**src/hw/rtl/utmm_ram.sv**
```systemverilog
`timescale 1ns / 1ps
module utmm_ram #(
  parameter int WIDTH = 16,
  parameter int DEPTH = 8
) (
  input  logic                                  clk,
  input  logic                                  we,
  input  logic [(DEPTH > 1 ? $clog2(DEPTH) : 1)-1:0] waddr,
  input  logic [WIDTH-1:0]                      wdata,
  input  logic [(DEPTH > 1 ? $clog2(DEPTH) : 1)-1:0] raddr,
  output logic [WIDTH-1:0]                      rdata
);

  logic [WIDTH-1:0] mem [DEPTH];

  // Write one entry, register the read
  always_ff @(posedge clk) begin
    if (we) begin
      mem[waddr] <= wdata;
    end
    rdata <= mem[raddr];
  end

endmodule

```
**config.mk**
```make
export PLATFORM = sky130hd
export DESIGN_NAME = utmm_ram
export DESIGN_NICKNAME = d
export VERILOG_FILES = /design/src/hw/rtl/utmm_ram.sv
export SDC_FILE = /design/constraint.sdc
export NUM_CORES = 1
export LEC_CHECK = 0
export BUFFER_PORTS_ARGS = -buffer_cell sky130_fd_sc_hd__buf_2
export CORE_ASPECT_RATIO = 1.1
export CORE_MARGIN = 2
export CORE_UTILIZATION = 35
export CTS_BUF_LIST = sky130_fd_sc_hd__clkbuf_2
export CTS_CLUSTER_DIAMETER = 60
export CTS_CLUSTER_SIZE = 20
export DETAILED_ROUTE_END_ITERATION = 12
export PLACE_DENSITY = 0.49
export REMOVE_ABC_BUFFERS = 1
export SETUP_SLACK_MARGIN = 0.3
export SYNTH_ARGS = -nofsm -noshare
export SYNTH_HDL_FRONTEND = slang
export SYNTH_SLANG_ARGS = --single-unit
```
**constraint.sdc**
```tcl
create_clock -name clk -period 2.9 [get_ports clk]
set_input_delay 0.87 -clock clk [delete_from_list [all_inputs] [get_ports clk]]
set_output_delay 0.87 -clock clk [all_outputs]
set_load 0.02 [all_outputs]
```
=== Word-level counts from Yosys, hierarchy flattened ===
Memory sizes are Yosys's and may differ from the RTL's. A register that Yosys moved wholly into a read port is not among the register bits.
Cells that the tools add are included.

* Register bits after elaboration: 0
* Output and inout bits: 16
* Input bits: 24
* Memories: 1
* Bits in writable memories: 128

{| class="wikitable"
|+ Memories
! memory !! depth !! bits a word !! read ports !! clocked after Yosys merged registers in !! wr ports !! line !! text
|-
| mem || 8 || 16 || 1 || 1 || 1 || 14 || <nowiki>logic [WIDTH-1:0] mem [DEPTH];</nowiki>
|}

* Muxes and demuxes: 2

{| class="wikitable"
|+ Operators with widths
! cell !! number
|-
| $mux 1 || 2
|}

=== Logic depth before layout (Yosys ltp) ===
* Depth in word-level cells: 2
* Gate-level depth with buffers: 4
* Mapped depth without buffers: 2

=== Worst setup path before layout ===
OpenSTA, ideal clock, no wires.

* Path type: input port to flip-flop
* From: input waddr[2] (netlist bit)
* To: memory mem[0][0], enable pin
* Buffers on the path: 0
* Stages on the path: 2
* Setup slack: 0.307 ns
* Data required time: 2.491 ns
* Arrival: 2.183 ns
* Cells stage by stage: nand2b_1 > nor3_1

{| class="wikitable"
|+ RTL lines
! element !! line !! text
|-
| start, declared || 8 || <nowiki>input logic [(DEPTH > 1 ? $clog2(DEPTH) : 1)-1:0] waddr,</nowiki>
|-
| end, declared || 14 ||
|}

No word-level cell before the write port.

=== Worst setup path in the final report ===
* From: register rdata[9], read port of mem
* To: output rdata[9]

{| class="wikitable"
|+ RTL lines
! element !! line !! text
|-
| start, declared || 11 || <nowiki>output logic [WIDTH-1:0] rdata</nowiki>
|}

No word-level cell between the ends.

==> results_dict.tcl <==
set metrics [dict create \
    cp_num_buf_inv 1 \
    yosysWarnings 0 \
    min_from "wdata[1]" \
    setup_slack_ps 809 \
    synthCells 214 \
    dr.pass1.iters 4 \
    p_per_area_nw_per_um2 615 \
    crit_path_top_delay_cell "dfxtp_1" \
    final_common_cell "edfxtp_1" \
    routed_wl_um 9360 \
    finalMaxSlewViolations 0 \
    port_buffers 39 \
    cts-root-buf "clkbuf_2" \
    routedWlPerCell_um 19.3 \
    reg2reg_slack_ps 1620 \
    critical_path_peak_fanout 1 \
    gp_congestion 0.647 \
    r2r-start "mem[0][7]" \
    max-cap-violations 0 \
    dp_hpwl_um 5020 \
    final-setup-viol-count 0 \
    vias 2323 \
    cts_num_sinks 144 \
    netlist_top_cells_area "edfxtp_1 (73%), mux4_1 (14%), dfxtp_1 (6.1%), mux2_2 (3.4%), mux4_2 (1.7%)" \
    grt_pass1_wl_um 13900 \
    worstPathCellList "buf_2" \
    cts_buffers 17 \
    fin_nets 297 \
    skew_ps 21.6 \
    mostFrequentLayoutCells "edfxtp_1 (128), buf_2 (39), mux4_1 (28)" \
    worstPathRequired_ps 2030 \
    clkSlewWorstSetupHoldPaths_ps 210 \
    grt.overflow.total 0 \
    row_count 47 \
    synth.avg_cell_area_um2 24.7 \
    insertion_delay_ps 660 \
    rr_worst_depth 2 \
    layout-drive-gt1-share_pct 35.7 \
    area_growth_pct 13.6 \
    fin_crit_sh_pct 72.1 \
    ir_drop_mv 0.162 \
    grt_use_total_pct 12.5 \
    place_worst_setup_slack_ps 649 \
    die_w_um 121 \
    synth-seq-area-share_pct 78.7 \
    cpPeakStageDelay_ps 400 \
    drc_errors 0 \
    cpLargestDelayFamily "flip-flops" \
    worstMarginPinSlew_ps 509 \
    die-area_um2 16100 \
    syn-cell-area_um2 5290 \
    max_freq_mhz 478 \
    r2r_end "rdata[7]" \
    start_util_pct 35.4 \
    antenna_found_initial 2 \
    ctsHtreeMaxLevel 4 \
    cp-start-kind "flip-flop" \
    rsz0062_at_grt "no" \
    hold_end "mem[5][1]" \
    finalCriticalPeriod_ps 2090 \
    yosysTopAreaCellShare_pct 72.6 \
    critPathArrivalTime_ps 1220 \
    relSlewSlack_pct 66.1 \
    hold_path_class "in2reg" \
    yosys.area.top_type "edfxtp_1" \
    cts_tree "done" \
    cp-end-kind "output pin" \
    fill_cells 1355 \
    final.setup.tns_ps 0 \
    ant_nets 0 \
    hold_path_depth 1 \
    avgViaCountPerCell 4.80 \
    status "finished, final reports clean" \
    grt_pass1_vias 2365 \
    cellLeakagePower_nw 2.06 \
    whs_ps 457 \
    grt_max_degree 33 \
    clockBufferDepth 2 \
    io_pins 40 \
    path_depth 1 \
    core_area_um2 14900 \
    post_cts_resized 0 \
    hold_viol_final 0 \
    drtIter0Drc 111 \
    cts_hold_buf 0 \
    yosysUniqueCellTypes 12 \
    die_height_um 133 \
    critical_path_class "reg2out" \
    postCtsSetupRepairBufs 0 \
    synth-seq-cells 144 \
]
==> Yosys cell counts <==
master    instances
nor3_1            2
edfxtp_1        128
mux2_2           16
mux4_2            4
mux4_1           28
buf_1             4
nand2_1           2
nand2b_1          3
clkbuf_2          1
dfxtp_1          16
buf_6             4
nor2_1            6
==> cell families after synthesis <==
family,after synthesis,synth area share (%)
muxes,48,19.0
buffers and inverters,9,1.23
and+or+nand+nor,13,1.11
DFF,144,78.7
==> metrics by stage <==
stage / util, % / std cells / power [mW] / instance area [µm²]
2_1_floorplan: - / 205 / 2.53 / 5230
4_1_cts: 40.2 / 482 / 3.76 / 6010
3_5_place_dp: 38.7 / 450 / 2.65 / 5780
6_report: 40.3 / 484 / 3.70 / 6020
3_3_place_gp: 38.7 / 450 / 2.65 / 5780
5_1_grt: 40.3 / 483 / 3.86 / 6010
==> cell type report <==
class	count	area, µm²	area share (%)
Tap cell	196	245	4.08
Multi-Input combinational cell	61	1070	17.9
Clock inverter	14	141	2.35
Antenna cell	2	5.00	0.0832
Sequential cell	144	4160	69.2
Clock buffer	18	90.1	1.50
Timing Repair Buffer	49	295	4.91
==> power by group <==
group / switching, mW / internal [mW]
clock: 0.703 / 0.396
combinational: 0.133 / 0.109
sequential: 0.0180 / 2.34
total: 0.854 / 2.84
==> how the worst max path moves through the flow <==
stage	from	to
after CTS	rdata[9]	rdata[9]
after detailed placement	raddr[0]	rdata[7]
after global routing	rdata[4]	rdata[4]
after global placement	raddr[0]	rdata[8]
after floorplan	waddr[2]	mem[0][0]
final	rdata[9]	rdata[9]
==> flip-flops by register name (all words and copies together) (netlist names) <==
register / count
rdata: 16
mem: 128
==> layer usage <==
metal	share of wire [%]	wire length (µm)	GRT usage (%)	vias up
met5	0	0	0	-
met1	45	4200	16.2	1224
met3	3.9	368	4.44	13
met2	50	4670	19.4	50
met4	1.3	125	4.41	0
li1	-	-	-	1036
No activity file was read; power rests on OpenSTA's default activity.
