File: src/hw/rtl/utmm_pkg.sv
`timescale 1ns / 1ps
package utmm_pkg;

  // Result element width and index widths
  localparam int RES_W = 36;
  localparam int DIM_W = 4;
  localparam int IDX_W = 3;

  // Configuration register indexes
  localparam logic CFG_ROWS = 1'b0;
  localparam logic CFG_COLS = 1'b1;

  // Request actions
  typedef enum logic [1:0] {
    ACT_TRI  = 2'd0,
    ACT_WORK = 2'd1,
    ACT_RUN  = 2'd2
  } act_t;

  // Operations carried down the cell chain
  typedef enum logic [2:0] {
    OP_NOP   = 3'd0,
    OP_PIVOT = 3'd1,
    OP_ADD   = 3'd2,
    OP_SCALE = 3'd3,
    OP_READ  = 3'd4
  } op_t;

  typedef struct packed {
    op_t              op;
    logic [DIM_W-1:0] row;
  } cmd_t;

  typedef struct packed {
    logic             we;
    logic [DIM_W-1:0] row;
    logic [RES_W-1:0] data;
  } load_t;

  typedef struct packed {
    logic             valid;
    logic [DIM_W-1:0] row;
    logic [IDX_W-1:0] col;
    logic [RES_W-1:0] data;
  } emit_t;

endpackage

File: src/hw/rtl/utmm_ram.sv
`timescale 1ns / 1ps
module utmm_ram #(
  parameter int WIDTH = 16,
  parameter int DEPTH = 8
) (
  input  logic                                  clk,
  input  logic                                  we,
  input  logic [(DEPTH > 1 ? $clog2(DEPTH) : 1)-1:0] waddr,
  input  logic [WIDTH-1:0]                      wdata,
  input  logic [(DEPTH > 1 ? $clog2(DEPTH) : 1)-1:0] raddr,
  output logic [WIDTH-1:0]                      rdata
);

  logic [WIDTH-1:0] mem [DEPTH];

  // Write one entry, register the read
  always_ff @(posedge clk) begin
    if (we) begin
      mem[waddr] <= wdata;
    end
    rdata <= mem[raddr];
  end

endmodule

File: src/hw/rtl/utmm_cell.sv
`timescale 1ns / 1ps
module utmm_cell #(
  parameter int ELEM_WIDTH = 16,
  parameter int DEPTH      = 8,
  parameter int IDX        = 0
) (
  input  logic                                clk,
  input  logic                                rst,
  input  utmm_pkg::cmd_t                      cmd_in,
  input  logic signed [ELEM_WIDTH-1:0]        u_in,
  input  logic [utmm_pkg::DIM_W-1:0]          cols,
  input  utmm_pkg::load_t                     load,
  output utmm_pkg::cmd_t                      cmd_out,
  output logic signed [ELEM_WIDTH-1:0]        u_out,
  output utmm_pkg::emit_t                     emit
);

  localparam int AW = DEPTH > 1 ? $clog2(DEPTH) : 1;
  localparam int RW = utmm_pkg::RES_W;

  utmm_pkg::cmd_t                   cmd_q;
  logic signed [ELEM_WIDTH-1:0]     u_q;
  logic signed [RW-1:0]             rdata;
  logic signed [RW-1:0]             pivot;
  logic signed [RW-1:0]             mul_b;
  logic signed [ELEM_WIDTH+RW-1:0]  full;
  logic [RW-1:0]                    prod_q;
  logic [RW-1:0]                    rd_q;
  utmm_pkg::op_t                    op2;
  logic [utmm_pkg::DIM_W-1:0]       row2;
  logic                             wb;
  logic                             we;
  logic [AW-1:0]                    waddr;
  logic [RW-1:0]                    wdata;

  // Column store of this cell
  utmm_ram #(.WIDTH(RW), .DEPTH(DEPTH)) u_col (
    .clk   (clk),
    .we    (we),
    .waddr (waddr),
    .wdata (wdata),
    .raddr (AW'(cmd_in.row)),
    .rdata (rdata)
  );

  // Hand the request on to the next cell
  always_ff @(posedge clk) begin
    if (rst) begin
      cmd_q.op <= utmm_pkg::OP_NOP;
    end else begin
      cmd_q.op <= cmd_in.op;
    end
    cmd_q.row <= cmd_in.row;
    u_q       <= u_in;
  end

  // Drop the request past the last column in use
  always_comb begin
    cmd_out = cmd_q;
    if (IDX + 1 >= int'(cols)) begin
      cmd_out.op = utmm_pkg::OP_NOP;
    end
  end

  assign u_out   = u_q;

  // Multiply by the pivot row element, or by the own element when scaling
  assign mul_b = (cmd_q.op == utmm_pkg::OP_SCALE) ? rdata : pivot;
  assign full  = u_q * mul_b;

  always_ff @(posedge clk) begin
    if (rst) begin
      op2 <= utmm_pkg::OP_NOP;
    end else begin
      op2 <= cmd_q.op;
    end
    if (cmd_q.op == utmm_pkg::OP_PIVOT) begin
      pivot <= rdata;
    end
    prod_q <= full[RW-1:0];
    rd_q   <= rdata;
    row2   <= cmd_q.row;
  end

  // Write back, loads take the port while idle
  assign wb    = (op2 == utmm_pkg::OP_ADD) || (op2 == utmm_pkg::OP_SCALE);
  assign we    = load.we || wb;
  assign waddr = load.we ? AW'(load.row) : AW'(row2);
  assign wdata = load.we ? load.data :
                 (op2 == utmm_pkg::OP_SCALE) ? prod_q : rd_q + prod_q;

  // Present the read element when this column is in use
  assign emit.valid = (cmd_q.op == utmm_pkg::OP_READ) && (IDX < int'(cols));
  assign emit.row   = cmd_q.row;
  assign emit.col   = utmm_pkg::IDX_W'(IDX);
  assign emit.data  = rdata;

endmodule

File: config.mk
export PLATFORM = sky130hd
export DESIGN_NAME = utmm_cell
export DESIGN_NICKNAME = d
export VERILOG_FILES = /design/src/hw/rtl/utmm_pkg.sv /design/src/hw/rtl/utmm_ram.sv /design/src/hw/rtl/utmm_cell.sv
export SDC_FILE = /design/constraint.sdc
export NUM_CORES = 2
export LEC_CHECK = 0
export BUFFER_PORTS_ARGS = -buffer_cell sky130_fd_sc_hd__buf_2
export CELL_PAD_IN_SITES_DETAIL_PLACEMENT = 1
export CELL_PAD_IN_SITES_GLOBAL_PLACEMENT = 1
export CORE_MARGIN = 5
export CORE_UTILIZATION = 56
export DETAILED_ROUTE_END_ITERATION = 8
export PLACE_DENSITY_LB_ADDON = 0.12
export SETUP_SLACK_MARGIN = 0.2
export SKIP_CTS_REPAIR_TIMING = 1
export SYNTH_ARGS = -nofsm -noshare
export SYNTH_HDL_FRONTEND = slang
export SYNTH_HIERARCHICAL = 1
export SYNTH_SLANG_ARGS = --single-unit
File: constraint.sdc
create_clock -name clk -period 19.3 [get_ports clk]
set_input_delay 5.79 -clock clk [delete_from_list [all_inputs] [get_ports clk]]
set_output_delay 5.79 -clock clk [all_outputs]
set_load 0.05 [all_outputs]
-- Yosys cells after proc, flatten, opt, wreduce, memory -nomap -nowiden
Memory sizes are Yosys's and may differ from the RTL's. A register that Yosys moved wholly into a read port is not among the register bits.
Cells that the tools add are included.
W data, S select, Z words.
- bits of input ports: 70
- bits in registers: 137
- logic and storage cells: 28
- bits in writable memories: 288
- bits in read-only memories: 0
- output and inout port bits: 67
- bits in latches: 0
- memories kept: 1
- memories (name ; depth ; bits a word ; rd ports ; clocked after memory_dff ; write ports ; RTL line ; RTL):
    u_col.mem ; 8 ; 36 ; 1 ; 1 ; 1 ; utmm_ram.sv:14 ; logic [WIDTH-1:0] mem [DEPTH];
- $mul: 1
- shifts and indexed selects: 0
- $add $sub $neg: 1
- reduce and logical (&&, ||, !) cells: 3
- eq/ne operators: 5
- divide/modulo/power cells: 0
- bitwise operators: 0
- mux-type cells: 7
- order comparisons: 2
- operators with widths (operator ; number):
    $mux W36 ; 3
    $add A36 B36 Y36 ; 1
    $mul A16 B36 Y36 ; 1
    $eq A3 B2 Y1 const B ; 3
    $mux W3 ; 2
    $ge A1 B4 Y1 const A ; 1
    $lt A1 B4 Y1 const A ; 1
    $eq A3 B1 Y1 const B ; 1
    $eq A3 B3 Y1 const B ; 1
    $logic_or A1 B1 Y1 ; 2
    $mux W1 ; 2
    $logic_and A1 B1 Y1 ; 1

-- Logic depth before layout (Yosys ltp)
- depth after elaboration: 5
- gate-level depth with buffers: 30
- gate-level depth less buffers: 26

-- By module
Netlist, hierarchy kept.
- modules (own cells, without submodules) (module ; area each (um^2) ; sequential area each (um^2) ; instances ; cells each):
    utmm_cell ; 20199.4 ; 3103.0 ; 1 ; 2205
    utmm_ram ; 11862.6 ; 9369.0 ; 1 ; 465

-- Least setup slack after synthesis
No wires, ideal clock.
- path kind: input to output
- start point: input port cols[2] (netlist bit)
- end point: output port emit[43] (netlist bit)
- slack: 6074 ps
- path buffers: 0
- stages on the path: 2
- required time: 13510 ps
- data arrival time: 7436 ps
- cell sequence: nor4_1 nor4b_1
- RTL lines (element ; RTL line ; RTL):
    start: declaration ; utmm_cell.sv:11 ; input logic [utmm_pkg::DIM_W-1:0] cols,
    end: declaration ; utmm_cell.sv:15 ; output utmm_pkg::emit_t emit

==> flow_summary_export.csv <==
group,metric,value,unit
worst_hold_path,hp-class,"register to register",
placed_design,port-buffer-count,132,
timing,finalHoldViolations,0,
die,fp-row-count,87,
synthesis,yosys.area_share.xor_xnor,0.0243,
routing,routedWlPerCell,25.0,µm
global_routing,grt_pass1_wl,139,mm
setup_path,worstPathMaxFanout,3,
layout,stdcell_area,35100,µm²
status,status,"finished clean",
die,die_area,62100,µm²
die,core_area,56600,µm²
clocking,cts_tree,"built",
timing,fin_crit_sh,0.640,
synthesis,synth_top_family_by_area,"adder cells",
global_routing,met1_usage,0.380,
synthesis,synth_ff_type,"edfxtp_1",
timing,skew,0.0427,ns
clocking,clk_latency,0.61,ns
setup_path,worst_ep_arrival_time,6.56,ns
clocking,cts.clk_slew.worst_paths,0.06,ns
synthesis,ys_seq_elements,461,
routing,antenna_left,0,
layout,nets,3332,
global_routing,antenna_found_initial,2,
timing,fmax,0.0810,GHz
clocking,cts_root_buf,"clkbuf_16",
synthesis,muxShareOfSynthArea,0.0943,
synthesis,yosys.area.top_type,"edfxtp_1",
timing,setup_viol,0,
layout,area_growth,9.62,%
synthesis,synthArstFlopShare,0,
synthesis,synth.top_cell.area_share,0.303,
routing,drc_errors,0,
timing,rsz0062_at_grt,"false",
clocking,clockBufferDepth,3,
setup_path,end_kind,"primary output",
die,initial_utilization,0.566,
global_routing,grt_overflow,0,
synthesis,synth_compound_area_frac,0.0434,
setup_path,worstSetupPathType,"primary input to primary output",
global_routing,grt_use_met3,0.0407,
timing,worstMarginPinSlew,1.26,ns
timing,fin_tns_setup,0,ns
placed_design,gp_congestion,0.888,
routing,drt_iter0_drc,1378,
flow_run,maxCapViolCount,0,
synthesis,synth_fa_ha_area_frac,0.278,
synthesis,yosys.area_share.simple,0.0972,
die,fp.dieH,249,µm
placed_design,dp_cells,3470,
synthesis,ys_warn_count,6,
synthesis,yosysSeqAreaShare,0.389,
routing,viasPerCell,5.75,
routing,firstDrtPassIters,5,
timing,relSlewSlack,0.148,
setup_path,required,13.51,ns
die,die_w,249,µm
timing,maxSlewViolCount,0,
layout,mostFrequentLayoutCells,"inv_1 (477), fa_1 (361), edfxtp_1 (324), nand2_1 (281), and2_1 (175)",
layout,mostFrequentLayoutCell,"inv_1",
global_routing,grt_pass1_vias,23784,
global_routing,use_met2,0.499,
synthesis,synthCells,2670,
placed_design,place_hpwl,59.6,mm
synthesis,synth_edf_count,324,
global_routing,grt.busiest_layer,"met2",
setup_path,start_kind,"primary input",
routing,drt_wl_total,89.1,mm
global_routing,grt_use_total,0.289,
clocking,cts_made_buffers,50,
die,io-pin-count,137,
clocking,cts_num_sinks,461,
layout,layout-drive-gt1-share,0.132,
timing,fin_crit,12.35,ns
synthesis,syn_avg_cell_area,12.0,µm²
routing,vias,20487,
layout,layout.cells.non_filler,3566,
synthesis,syn-cell-area,32100,µm²
placed_design,placed_area,33400,µm²
global_routing,grt_start_max_net_pins,74,
clocking,htree_levels,2,
synthesis,ys_types,64,
synthesis,ys_top_cells_by_area,"edfxtp_1 (30%), fa_1 (23%), dfxtp_1 (8.6%)",
## stage by stage
step	util	worst slack [ns]	hold WS, ns
2_1_floorplan	-	6.07	0.352
3_3_place_gp	0.590	7.01	0.356
3_5_place_dp	0.590	7.00	0.354
4_1_cts	0.621	6.96	0.367
5_1_grt	0.621	6.93	0.381
6_report	0.621	6.95	0.367
## area by class of cell
| type | count | area (µm²) |
|---|---|---|
| fillers | 5692 | 21500 |
| inverters | 477 | 1790 |
| clock inverters | 26 | 309 |
| well taps | 756 | 946 |
| clock buffers | 68 | 1420 |
| flip-flops and latches | 461 | 12500 |
| repair buffers | 163 | 896 |
| multi-input cells | 1613 | 17300 |
| diodes | 2 | 5.00 |
## cell usage after synthesis (11+ instances only)
cell type	count
and2_1	175
mux2_2	96
nor2_1	65
a21oi_1	79
nor2b_1	39
fa_1	361
a21o_1	35
dfxtp_1	137
buf_1	11
ha_1	135
o21ai_0	33
inv_1	477
nand2b_1	15
nand3_1	14
nand2_1	281
mux4_1	72
nor3_1	11
edfxtp_1	324
xor2_1	27
buf_4	11
clkbuf_1	86
xnor2_1	62
## state kept, by name, indices dropped and copies added (netlist names)
name	flops
cmd_out	4
rd_q	36
u_col/mem	288
row2	3
pivot	36
u_col/rdata	36
prod_q	36
op2	3
cmd_q	3
u_out	16
## routing by layer
layer	up-vias	part of all wire	wire, µm
met2	693	0.50	44600
met3	184	0.056	4980
met1	10727	0.41	36200
met4	0	0.037	3280
met5	-	0	0
li1	8883	-	-
## kinds of logic after synthesis
kind of cell               after synthesis
and+or+nand+nor                        637
DFF                                    461
buffers and inverters                  598
xor gates and xnor gates                89
AOI/OAI and AO/OA                      215
other                                    1
muxes                                  173
adders and majority gates              496
## path summary, 6_finish.rpt
check	slack, ns	from	endpoint	cells past startpoint
max	6.95	cols[1]	cmd_out[6]	4
min reg2reg	0.37	cmd_out[1]	row2[1]	0
min	0.37	cmd_out[1]	row2[1]	0
max reg2reg	11.30	cmd_q[6]	prod_q[33]	25
## worst max-delay path: stages
cell	delay (ns)
buf_2	0.11
nor3_1	0.34
nor2b_1	0.10
buf_2	0.23
Power is left out: the tool's default activity adds up to more than one toggle a clock period on the data nets, which glitch-free logic cannot reach.
